<file path="config.mk">
export PLATFORM = sky130hd
export DESIGN_NAME = peak_hold_coil_sequencer_top
export DESIGN_NICKNAME = d
export VERILOG_FILES = /design/src/rtl/phc_pkg.sv /design/src/rtl/phc_core.sv /design/src/rtl/phc_out.sv /design/src/rtl/peak_hold_coil_sequencer_top.sv
export SDC_FILE = /design/constraint.sdc
export NUM_CORES = 2
export LEC_CHECK = 0
export BUFFER_PORTS_ARGS = -buffer_cell sky130_fd_sc_hd__buf_2
export CAP_MARGIN = 20
export CORE_MARGIN = 5
export CORE_UTILIZATION = 35
export DETAILED_ROUTE_END_ITERATION = 6
export PLACE_DENSITY_LB_ADDON = 0.08
export SYNTH_ARGS = -nofsm -noshare
export SYNTH_HDL_FRONTEND = slang
export SYNTH_SLANG_ARGS = --single-unit
</file>
<file path="constraint.sdc">
create_clock -name clock -period 9.9 [get_ports clock]
set_clock_uncertainty 0.05 [all_clocks]
set_input_delay 0.495 -clock clock [delete_from_list [all_inputs] [get_ports clock]]
set_output_delay 0.495 -clock clock [all_outputs]
set_load 0.1 [all_outputs]
</file>
<file path="src/rtl/phc_pkg.sv">
package phc_pkg;

   localparam int SLOT_COUNT = 4;
   localparam int TIME_W     = 23;
   localparam int CODE_W     = 12;

   localparam logic [TIME_W-1:0] MIN_ON_US = TIME_W'(50);
   localparam logic [TIME_W-1:0] MAX_ON_US = TIME_W'(5000000);
   localparam logic [TIME_W-1:0] US_PER_MS = TIME_W'(1000);

   localparam logic [2:0] FUNC_FIRE      = 3'd0;
   localparam logic [2:0] FUNC_ABORT     = 3'd1;
   localparam logic [2:0] FUNC_ABORT_ALL = 3'd2;
   localparam logic [2:0] FUNC_TRIP      = 3'd3;
   localparam logic [2:0] FUNC_TICK      = 3'd4;

   localparam logic [2:0] KIND_ACCEPT  = 3'd0;
   localparam logic [2:0] KIND_REJECT  = 3'd1;
   localparam logic [2:0] KIND_HOLD    = 3'd2;
   localparam logic [2:0] KIND_TIMEOUT = 3'd3;
   localparam logic [2:0] KIND_ABORT   = 3'd4;

   localparam logic [2:0] CSR_PICK  = 3'd0;
   localparam logic [2:0] CSR_HOLD  = 3'd1;
   localparam logic [2:0] CSR_NZ    = 3'd2;
   localparam logic [2:0] CSR_DFLT0 = 3'd3;
   localparam logic [2:0] CSR_DFLT1 = 3'd4;
   localparam logic [2:0] CSR_DFLT2 = 3'd5;
   localparam logic [2:0] CSR_DFLT3 = 3'd6;

   typedef enum logic [1:0] {
      PH_IDLE = 2'd0,
      PH_PEAK = 2'd1,
      PH_HOLD = 2'd2
   } phase_type;

   typedef struct packed {
      logic [CODE_W-1:0]                 pick;
      logic [CODE_W-1:0]                 hold;
      logic [CODE_W-1:0]                 nz;
      logic [SLOT_COUNT-1:0][TIME_W-1:0] dflt;
   } cfg_type;

   typedef struct packed {
      logic [1:0]        gun_index;
      logic [2:0]        kind;
      logic [1:0]        phase;
      logic [CODE_W-1:0] dac_code;
      logic              coil_drive;
      logic              comp_route;
      logic              peak_irq_enable;
      logic              peak_seen;
      logic [TIME_W-1:0] time_us;
   } rec_type;

   function automatic rec_type zero_rec(input logic [1:0] gidx, input logic [2:0] kind);
      rec_type r;
      r           = '0;
      r.gun_index = gidx;
      r.kind      = kind;
      return r;
   endfunction

   function automatic rec_type build_rec(
      input logic [1:0]        gidx,
      input logic [2:0]        kind,
      input phase_type         ph,
      input logic [CODE_W-1:0] code,
      input logic              mux,
      input logic              flag,
      input logic [TIME_W-1:0] ptime,
      input logic [TIME_W-1:0] elapsed
   );
      rec_type r;
      r.gun_index       = gidx;
      r.kind            = kind;
      r.phase           = ph;
      r.dac_code        = code;
      r.coil_drive      = (ph == PH_PEAK) || (ph == PH_HOLD);
      r.comp_route      = mux;
      r.peak_irq_enable = (ph == PH_PEAK);
      r.peak_seen       = flag;
      r.time_us         = flag ? ptime : elapsed;
      return r;
   endfunction

endpackage

</file>
<file path="src/rtl/phc_core.sv">
module phc_core #(
   parameter int GUN_COUNT = 4
) (
   input  logic                                          clock,
   input  logic                                          reset,
   input  logic                                          advance,
   input  logic [2:0]                                    func,
   input  logic [2:0]                                    gun,
   input  logic [12:0]                                   on_time_ms,
   input  logic                                          system_armed,
   input  phc_pkg::cfg_type                              cfg,
   output phc_pkg::rec_type [phc_pkg::SLOT_COUNT-1:0]    load_rec,
   output logic [phc_pkg::SLOT_COUNT-1:0]                load_mask,
   output logic [GUN_COUNT-1:0]                          busy,
   output logic [GUN_COUNT-1:0]                          running
);
   import phc_pkg::*;

   phase_type         phase_ff   [GUN_COUNT];
   phase_type         phase_in   [GUN_COUNT];
   logic [TIME_W-1:0] remain_ff  [GUN_COUNT];
   logic [TIME_W-1:0] remain_in  [GUN_COUNT];
   logic              run_ff     [GUN_COUNT];
   logic              run_in     [GUN_COUNT];
   logic [TIME_W-1:0] elapsed_ff [GUN_COUNT];
   logic [TIME_W-1:0] elapsed_in [GUN_COUNT];
   logic              flag_ff    [GUN_COUNT];
   logic              flag_in    [GUN_COUNT];
   logic [TIME_W-1:0] ptime_ff   [GUN_COUNT];
   logic [TIME_W-1:0] ptime_in   [GUN_COUNT];
   logic              mux_ff     [GUN_COUNT];
   logic              mux_in     [GUN_COUNT];
   logic [CODE_W-1:0] code_ff    [GUN_COUNT];
   logic [CODE_W-1:0] code_in    [GUN_COUNT];

   logic [2:0]        slot_kind  [SLOT_COUNT];
   logic              gun_ok;
   logic              bad_fire;
   logic [TIME_W-1:0] ms_us;
   logic [TIME_W-1:0] want_us;
   logic [TIME_W-1:0] fire_us;

   assign gun_ok   = 32'(gun) < GUN_COUNT;
   assign bad_fire = (func == FUNC_FIRE) && !gun_ok;
   assign ms_us    = TIME_W'(on_time_ms) * US_PER_MS;
   assign want_us  = (on_time_ms != '0) ? ms_us : cfg.dflt[gun[1:0]];

   always_comb begin
      if (want_us < MIN_ON_US) begin
         fire_us = MIN_ON_US;
      end else if (want_us > MAX_ON_US) begin
         fire_us = MAX_ON_US;
      end else begin
         fire_us = want_us;
      end
   end

   always_comb begin
      logic              hit;
      logic [TIME_W-1:0] dec;
      load_mask = '0;
      for (int s = 0; s < SLOT_COUNT; s++) begin
         slot_kind[s] = KIND_REJECT;
      end
      for (int g = 0; g < GUN_COUNT; g++) begin
         phase_in[g]   = phase_ff[g];
         remain_in[g]  = remain_ff[g];
         run_in[g]     = run_ff[g];
         elapsed_in[g] = elapsed_ff[g];
         flag_in[g]    = flag_ff[g];
         ptime_in[g]   = ptime_ff[g];
         mux_in[g]     = mux_ff[g];
         code_in[g]    = code_ff[g];
         hit           = gun_ok && (gun == 3'(g));
         dec           = remain_ff[g];
         case (func) inside
            FUNC_FIRE: begin
               if (hit) begin
                  load_mask[g] = 1'b1;
                  if (system_armed && phase_ff[g] == PH_IDLE) begin
                     slot_kind[g]  = KIND_ACCEPT;
                     phase_in[g]   = PH_PEAK;
                     code_in[g]    = cfg.pick;
                     mux_in[g]     = 1'b1;
                     elapsed_in[g] = '0;
                     flag_in[g]    = 1'b0;
                     ptime_in[g]   = '0;
                     remain_in[g]  = fire_us;
                     run_in[g]     = 1'b1;
                  end else begin
                     slot_kind[g] = KIND_REJECT;
                  end
               end
            end
            FUNC_ABORT, FUNC_ABORT_ALL: begin
               if ((hit || func == FUNC_ABORT_ALL) && phase_ff[g] != PH_IDLE) begin
                  load_mask[g] = 1'b1;
                  slot_kind[g] = KIND_ABORT;
                  run_in[g]    = 1'b0;
                  code_in[g]   = cfg.nz;
                  phase_in[g]  = PH_IDLE;
               end
            end
            FUNC_TRIP: begin
               if (hit && phase_ff[g] == PH_PEAK) begin
                  load_mask[g] = 1'b1;
                  slot_kind[g] = KIND_HOLD;
                  phase_in[g]  = PH_HOLD;
                  code_in[g]   = cfg.hold;
                  ptime_in[g]  = elapsed_ff[g];
                  flag_in[g]   = 1'b1;
               end
            end
            FUNC_TICK: begin
               if (run_ff[g]) begin
                  if (elapsed_ff[g] < MAX_ON_US) begin
                     elapsed_in[g] = elapsed_ff[g] + 1'b1;
                  end
                  if (remain_ff[g] != '0) begin
                     dec = remain_ff[g] - 1'b1;
                  end
                  remain_in[g] = dec;
                  if (dec == '0) begin
                     load_mask[g] = 1'b1;
                     slot_kind[g] = KIND_TIMEOUT;
                     run_in[g]    = 1'b0;
                     code_in[g]   = cfg.nz;
                     phase_in[g]  = PH_IDLE;
                  end
               end
            end
            default: begin
            end
         endcase
      end
      if (bad_fire) begin
         load_mask[gun[1:0]] = 1'b1;
         slot_kind[gun[1:0]] = KIND_REJECT;
      end
   end

   for (genvar i = 0; i < SLOT_COUNT; i++) begin : g_slot
      if (i < GUN_COUNT) begin : g_live
         assign load_rec[i] = bad_fire ? zero_rec(2'(i), slot_kind[i])
                            : build_rec(2'(i), slot_kind[i], phase_in[i], code_in[i],
                                        mux_in[i], flag_in[i], ptime_in[i], elapsed_in[i]);
      end else begin : g_none
         assign load_rec[i] = zero_rec(2'(i), slot_kind[i]);
      end
   end

   for (genvar g = 0; g < GUN_COUNT; g++) begin : g_gun
      assign busy[g]    = (phase_ff[g] != PH_IDLE);
      assign running[g] = run_ff[g];

      always_ff @(posedge clock) begin
         if (reset) begin
            phase_ff[g]   <= PH_IDLE;
            remain_ff[g]  <= '0;
            run_ff[g]     <= 1'b0;
            elapsed_ff[g] <= '0;
            flag_ff[g]    <= 1'b0;
            ptime_ff[g]   <= '0;
            mux_ff[g]     <= 1'b0;
            code_ff[g]    <= '0;
         end else if (advance) begin
            phase_ff[g]   <= phase_in[g];
            remain_ff[g]  <= remain_in[g];
            run_ff[g]     <= run_in[g];
            elapsed_ff[g] <= elapsed_in[g];
            flag_ff[g]    <= flag_in[g];
            ptime_ff[g]   <= ptime_in[g];
            mux_ff[g]     <= mux_in[g];
            code_ff[g]    <= code_in[g];
         end
      end
   end

endmodule

</file>
<file path="src/rtl/phc_out.sv">
module phc_out (
   input  logic                                       clock,
   input  logic                                       reset,
   input  logic                                       load,
   input  phc_pkg::rec_type [phc_pkg::SLOT_COUNT-1:0] load_rec,
   input  logic [phc_pkg::SLOT_COUNT-1:0]             load_mask,
   output logic                                       free,
   output logic                                       rsp_valid,
   input  logic                                       rsp_stall,
   output phc_pkg::rec_type                           rsp_rec,
   output logic                                       rsp_last
);
   import phc_pkg::*;

   rec_type [SLOT_COUNT-1:0] slot_ff;
   logic [SLOT_COUNT-1:0]    pending_ff;
   logic [SLOT_COUNT-1:0]    pending_in;
   logic [SLOT_COUNT-1:0]    head_oh;
   logic [SLOT_COUNT-1:0]    rest;
   logic                     take;

   assign head_oh   = pending_ff & (~pending_ff + 1'b1);
   assign rest      = pending_ff & ~head_oh;
   assign rsp_valid = (pending_ff != '0);
   assign take      = rsp_valid && !rsp_stall;
   assign rsp_last  = (rest == '0);
   assign free      = !rsp_valid || (take && rsp_last);

   always_comb begin
      rsp_rec = '0;
      for (int i = 0; i < SLOT_COUNT; i++) begin
         if (head_oh[i]) begin
            rsp_rec = slot_ff[i];
         end
      end
   end

   always_comb begin
      if (load) begin
         pending_in = load_mask;
      end else if (take) begin
         pending_in = rest;
      end else begin
         pending_in = pending_ff;
      end
   end

   always_ff @(posedge clock) begin
      if (reset) begin
         pending_ff <= '0;
      end else begin
         pending_ff <= pending_in;
      end
   end

   always_ff @(posedge clock) begin
      if (load) begin
         slot_ff <= load_rec;
      end
   end

endmodule

</file>
<file path="src/rtl/peak_hold_coil_sequencer_top.sv">
// Four-channel peak-and-hold coil sequencer.
// Request channel (req_): one command transaction per cycle when req_stall is low:
//   fire, abort, abort all, comparator trip or a one-microsecond tick.
// Response channel (rsp_): zero to four result transactions per command, in gun
//   order, the final one flagged by rsp_last.
// Register channel (csr_): DAC codes and per-gun default on-times, always ready;
//   write only while the block is idle.
// Command path: a command lands in the input register, is processed once the result
//   buffer is free, while its results are written into the four-slot result
//   buffer, and the first result is presented from that buffer's register.
// Throughput: one command per cycle while each command gives at most one result
//   and the response side does not stall; a command with more results holds the
//   result buffer until the single response port has sent the last of them.
// A stalled response holds its transaction; the input register still takes one
//   more command, then req_stall rises until the buffer drains.
// Reset: all guns idle with drive off, codes zero, default on-times 50 us,
//   both registers empty.
module peak_hold_coil_sequencer_top #(
   parameter int GUN_COUNT = 4
) (
   input  logic        clock,
   input  logic        reset,
   input  logic        req_valid,
   output logic        req_stall,
   input  logic [2:0]  req_func,
   input  logic [2:0]  req_gun,
   input  logic [12:0] req_on_time_ms,
   input  logic        req_system_armed,
   output logic        rsp_valid,
   input  logic        rsp_stall,
   output logic [1:0]  rsp_gun_index,
   output logic [2:0]  rsp_kind,
   output logic [1:0]  rsp_phase,
   output logic [11:0] rsp_dac_code,
   output logic        rsp_coil_drive,
   output logic        rsp_comp_route,
   output logic        rsp_peak_irq_enable,
   output logic        rsp_peak_seen,
   output logic [22:0] rsp_time_us,
   output logic        rsp_last,
   input  logic        csr_valid,
   output logic        csr_ready,
   input  logic [2:0]  csr_index,
   input  logic [22:0] csr_data
);
   import phc_pkg::*;

   cfg_type                  cfg_ff;
   logic                     item_valid_ff;
   logic                     item_valid_in;
   logic [2:0]               func_ff;
   logic [2:0]               gun_ff;
   logic [12:0]              on_ms_ff;
   logic                     armed_ff;
   logic                     accept;
   logic                     advance;
   logic                     out_free;
   rec_type [SLOT_COUNT-1:0] load_rec;
   logic [SLOT_COUNT-1:0]    load_mask;
   logic [GUN_COUNT-1:0]     busy;
   logic [GUN_COUNT-1:0]     running;
   rec_type                  rsp_rec;

   assign csr_ready = 1'b1;

   always_ff @(posedge clock) begin
      if (reset) begin
         cfg_ff.pick <= '0;
         cfg_ff.hold <= '0;
         cfg_ff.nz   <= '0;
         for (int i = 0; i < SLOT_COUNT; i++) begin
            cfg_ff.dflt[i] <= MIN_ON_US;
         end
      end else if (csr_valid && csr_ready) begin
         unique case (csr_index)
            CSR_PICK:  cfg_ff.pick    <= csr_data[CODE_W-1:0];
            CSR_HOLD:  cfg_ff.hold    <= csr_data[CODE_W-1:0];
            CSR_NZ:    cfg_ff.nz      <= csr_data[CODE_W-1:0];
            CSR_DFLT0: cfg_ff.dflt[0] <= csr_data;
            CSR_DFLT1: cfg_ff.dflt[1] <= csr_data;
            CSR_DFLT2: cfg_ff.dflt[2] <= csr_data;
            CSR_DFLT3: cfg_ff.dflt[3] <= csr_data;
            default: begin
            end
         endcase
      end
   end

   assign advance   = item_valid_ff && out_free;
   assign req_stall = item_valid_ff && !advance;
   assign accept    = req_valid && !req_stall;

   always_comb begin
      if (accept) begin
         item_valid_in = 1'b1;
      end else if (advance) begin
         item_valid_in = 1'b0;
      end else begin
         item_valid_in = item_valid_ff;
      end
   end

   always_ff @(posedge clock) begin
      if (reset) begin
         item_valid_ff <= 1'b0;
      end else begin
         item_valid_ff <= item_valid_in;
      end
   end

   always_ff @(posedge clock) begin
      if (accept) begin
         func_ff  <= req_func;
         gun_ff   <= req_gun;
         on_ms_ff <= req_on_time_ms;
         armed_ff <= req_system_armed;
      end
   end

   phc_core #(
      .GUN_COUNT(GUN_COUNT)
   ) u_core (
      .clock       (clock),
      .reset       (reset),
      .advance     (advance),
      .func        (func_ff),
      .gun         (gun_ff),
      .on_time_ms  (on_ms_ff),
      .system_armed(armed_ff),
      .cfg         (cfg_ff),
      .load_rec    (load_rec),
      .load_mask   (load_mask),
      .busy        (busy),
      .running     (running)
   );

   phc_out u_out (
      .clock    (clock),
      .reset    (reset),
      .load     (advance),
      .load_rec (load_rec),
      .load_mask(load_mask),
      .free     (out_free),
      .rsp_valid(rsp_valid),
      .rsp_stall(rsp_stall),
      .rsp_rec  (rsp_rec),
      .rsp_last (rsp_last)
   );

   assign rsp_gun_index       = rsp_rec.gun_index;
   assign rsp_kind            = rsp_rec.kind;
   assign rsp_phase           = rsp_rec.phase;
   assign rsp_dac_code        = rsp_rec.dac_code;
   assign rsp_coil_drive      = rsp_rec.coil_drive;
   assign rsp_comp_route      = rsp_rec.comp_route;
   assign rsp_peak_irq_enable = rsp_rec.peak_irq_enable;
   assign rsp_peak_seen       = rsp_rec.peak_seen;
   assign rsp_time_us         = rsp_rec.time_us;

   a_timer_tracks_phase: assert property (@(posedge clock) disable iff (reset)
      busy == running)
      else $error("timer state disagrees with gun phase");

   a_results_follow_load: assert property (@(posedge clock) disable iff (reset)
      advance && (load_mask != '0) |=> rsp_valid)
      else $error("processed command lost its results");

   a_burst_continues: assert property (@(posedge clock) disable iff (reset)
      rsp_valid && !rsp_stall && !rsp_last |=> rsp_valid)
      else $error("result burst ended without last");

endmodule
</file>
==> run summary <==
Share of layout cells above drive strength 1 = 10.7%
DP HPWL = 86800 um
Clock sink count = 673
Non-filler cells, final = 5548
DRT iter0 DRCs = 3043
Part of the power in the clock network = 38.6%
M3 GR Usage = 2.67%
GRT Max-Usage Layer = met2
Async SR Flop Fraction = 0%
Pin count of the biggest net entering global routing = 178
Area occupied by multi-input gates = 18200 um2
Root buffer cell = clkbuf_16
Sw Pwr = 2560 uW
# fillers = 10923
Crit path time final = 6860 ps
ANT nets after route = 0
Power Density = 191 nW/um2
Combinational cell fraction of total power = 20.7%
CTS resizes = 0
Final worst-path setup slack = 3040 ps
Htree depth = 3
First-pass GRT wire length = 201000 um
Post-synth EDFFs = 540
Static leakage = 0.0153 uW
Worst min path class = input pin to flip-flop
Max Clock Freq = 0.146 GHz
Chip Width = 342 um
DRC errors left = 2
Std cell rows = 121
CTS tree = yes
I/O Buffers = 99
Fin Setup TNS = 0 ps
Internal power = 5740 uW
Slew Viols, Final = 0
GPL Wtd Cong = 0.828
Synth Warn # = 0
Final design area excluding fillers = 43500 um2
Netlist cell types = 94
Cell Area, Synth = 38600 um2
Max-cap violation count = 0
Slowest cell delay on critical path = 740 ps
Syn_area_per_cell = 9.62 um2
M1 GR Usage = 33.7%
Slowest cell on crit path = a21oi_1
Register area = 18900 um2
Die Ht = 342 um
Most common cell after layout, fill and taps aside = edfxtp_1
Overflow after GRT = 0
TritonCTS Buffers = 85
Initial antenna violation count = 2
Wire per inst = 24.2 um
Vias in the first global route = 30382
Placed Cells = 5371
Peak VDD IR = 0.000132 V
Clock transition at the registers of the reported paths = 60 ps
Violated checks = design-rule violations
Top Ports = 101
Placeable Area = 109000 um2
Seq/Total Area, Yosys = 48.9%
CP Cell Sequence = inv_1, fa_1, fa_1, fa_1, fa_1, inv_1, ha_1, a21oi_1, o21ai_0, o21a_1, or3_1, a31oi_1, and3_1, o21ai_0, a21oi_1, nor2_1, o31a_1
Hold_buf cts = 16
Via Count = 31907
Layout area overhead = 12.6%
Syn_nets = 4174
Worst Path Required = 10260 ps
Worst setup EP type = flip-flop
# diodes = 0
Arr. time, crit path = 7230 ps
Most used cell, CP = fa_1
Die footprint = 117000 um2
Tightest Pin Transition = 1150 ps
WL final = 134000 um
Part of the power in registers = 40.7%
#FFs+latches synth = 673
Hold Vio Cnt, Final = 0
Skew-Pair Late Insertion Delay = 660 ps
Post-layout net count = 4161
Ys flop type = edfxtp_1
Net Sw Frac = 30.8%
RSZ-0062 raised after global routing = false
Count of final setup violators = 0
Most frequent cells in the layout = 540 x edfxtp_1, 501 x nand2_1, 420 x nor2_1
Vias/cell = 5.75
GR met2 Demand/Resource = 34.1%
Worst slack, placed = 3070 ps
Drt pass-1 iters = 7
DP Area = 40400 um2
Kind of critical path = flip-flop to flip-flop
Status = finished with violations
CP max FO = 11
Post CTS Setup Buffer Count = 0
Starting Density = 35.4%
Max-slew headroom = 23.1%
Startpoint types = flip-flop
Clock Path Buffers = 3
Post-Synthesis Cells = 4013
Period utilisation layout = 69.3%
GRT Resource Usage Total = 22.3%
-- registers in the layout, indices dropped and copies added (netlist names), 4 cells and up --
| register | cells |
|---|---|
| cfg_ff | 128 |
| on_ms_ff | 13 |
| u_core.code_ff | 48 |
| u_core.elapsed_ff | 92 |
| u_core.flag_ff | 4 |
| u_core.mux_ff | 4 |
| u_core.phase_ff | 8 |
| u_core.ptime_ff | 92 |
| u_core.remain_ff | 92 |
| u_core.run_ff | 4 |
| u_out.pending_ff | 4 |
| u_out.slot_ff | 176 |
-- routing by layer --
| layer | vias up | routed length (um) |
|---|---|---|
| met1 | 15855 | 65900 |
| li1 | 14934 | - |
| met4 | 0 | 2430 |
| met3 | 161 | 7060 |
| met2 | 957 | 59100 |
| met5 | - | 0 |
-- power groups by stage --
stage / clock network, uW / registers (uW) / logic [uW]
final: 3200 / 3370 / 1720
after global routing: 3390 / 3390 / 1900
after CTS: 3280 / 3370 / 1710
after detailed placement: 0 / 3430 / 1700
after global placement: 0 / 3430 / 1710
after floorplan: 0 / 3370 / 1240
-- critical path, delay by kind of cell (launching register included) --
family,cells,cell delay [ps]
flops,1,500
compound gates,7,2430
fa+ha+maj,5,2380
simple gates,3,1070
buf+inv,2,180
-- final cells by class --
type                       instances  share of cell area, %
inverter                         104                  0.898
tap                             1476                   4.25
clock buffer                     117                   5.57
sequential                       673                   43.4
clock inverter                    42                  0.990
timing repair buffer             196                   3.00
multi-input combinational       2940                   41.9
-- worst paths after layout --
kind	start	to	slack [ps]	cells after the start
worst max-delay path	on_ms_ff[1]	u_core.remain_ff[3][9]	3040	17
worst min-delay path	req_system_armed	armed_ff	50	1
worst max register to register	on_ms_ff[1]	u_core.remain_ff[3][9]	3040	17
worst min register to register	cfg_ff[88]	cfg_ff[88]	400	2
-- cell families after synthesis --
| family | count (synthesis) | synth area share (%) |
|---|---|---|
| and+or+nand+nor | 1522 | 18.4 |
| buffers and inverters | 400 | 4.31 |
| AOI/OAI and AO/OA | 1149 | 19.4 |
| adders and majority gates | 111 | 4.41 |
| DFF | 673 | 48.9 |
| other | 1 | 0.00971 |
| xor gates and xnor gates | 66 | 1.50 |
| muxes | 91 | 3.11 |
-- metrics by stage --
| stage | util [%] | hold slack [ps] | power (uW) |
|---|---|---|---|
| final | 39.8 | 49.4 | 8300 |
| after global routing | 39.8 | 3.99 | 8690 |
| after CTS | 39.8 | 6.93 | 8370 |
| after detailed placement | 37.0 | 393 | 5120 |
| after global placement | 37.0 | 390 | 5140 |
| after floorplan | - | 382 | 4620 |
-- synth_stat cells (all sizes together), types with 40 or more instances --
cell / count / area, um2
o21a: 44 / 330
nand3: 124 / 621
xnor2: 44 / 385
nor3: 119 / 601
ha: 68 / 851
and3: 41 / 257
clkbuf: 250 / 998
buf: 45 / 268
mux2i: 48 / 480
o22ai: 64 / 400
a21oi: 301 / 1510
fa: 42 / 841
nand4: 40 / 250
dfxtp: 133 / 2660
and2: 53 / 332
o21ai: 250 / 1250
nor2: 427 / 1600
edfxtp: 540 / 16200
inv: 104 / 390
nand2: 503 / 1890
a22oi: 188 / 1410
Power figures use the tool's default switching activity.
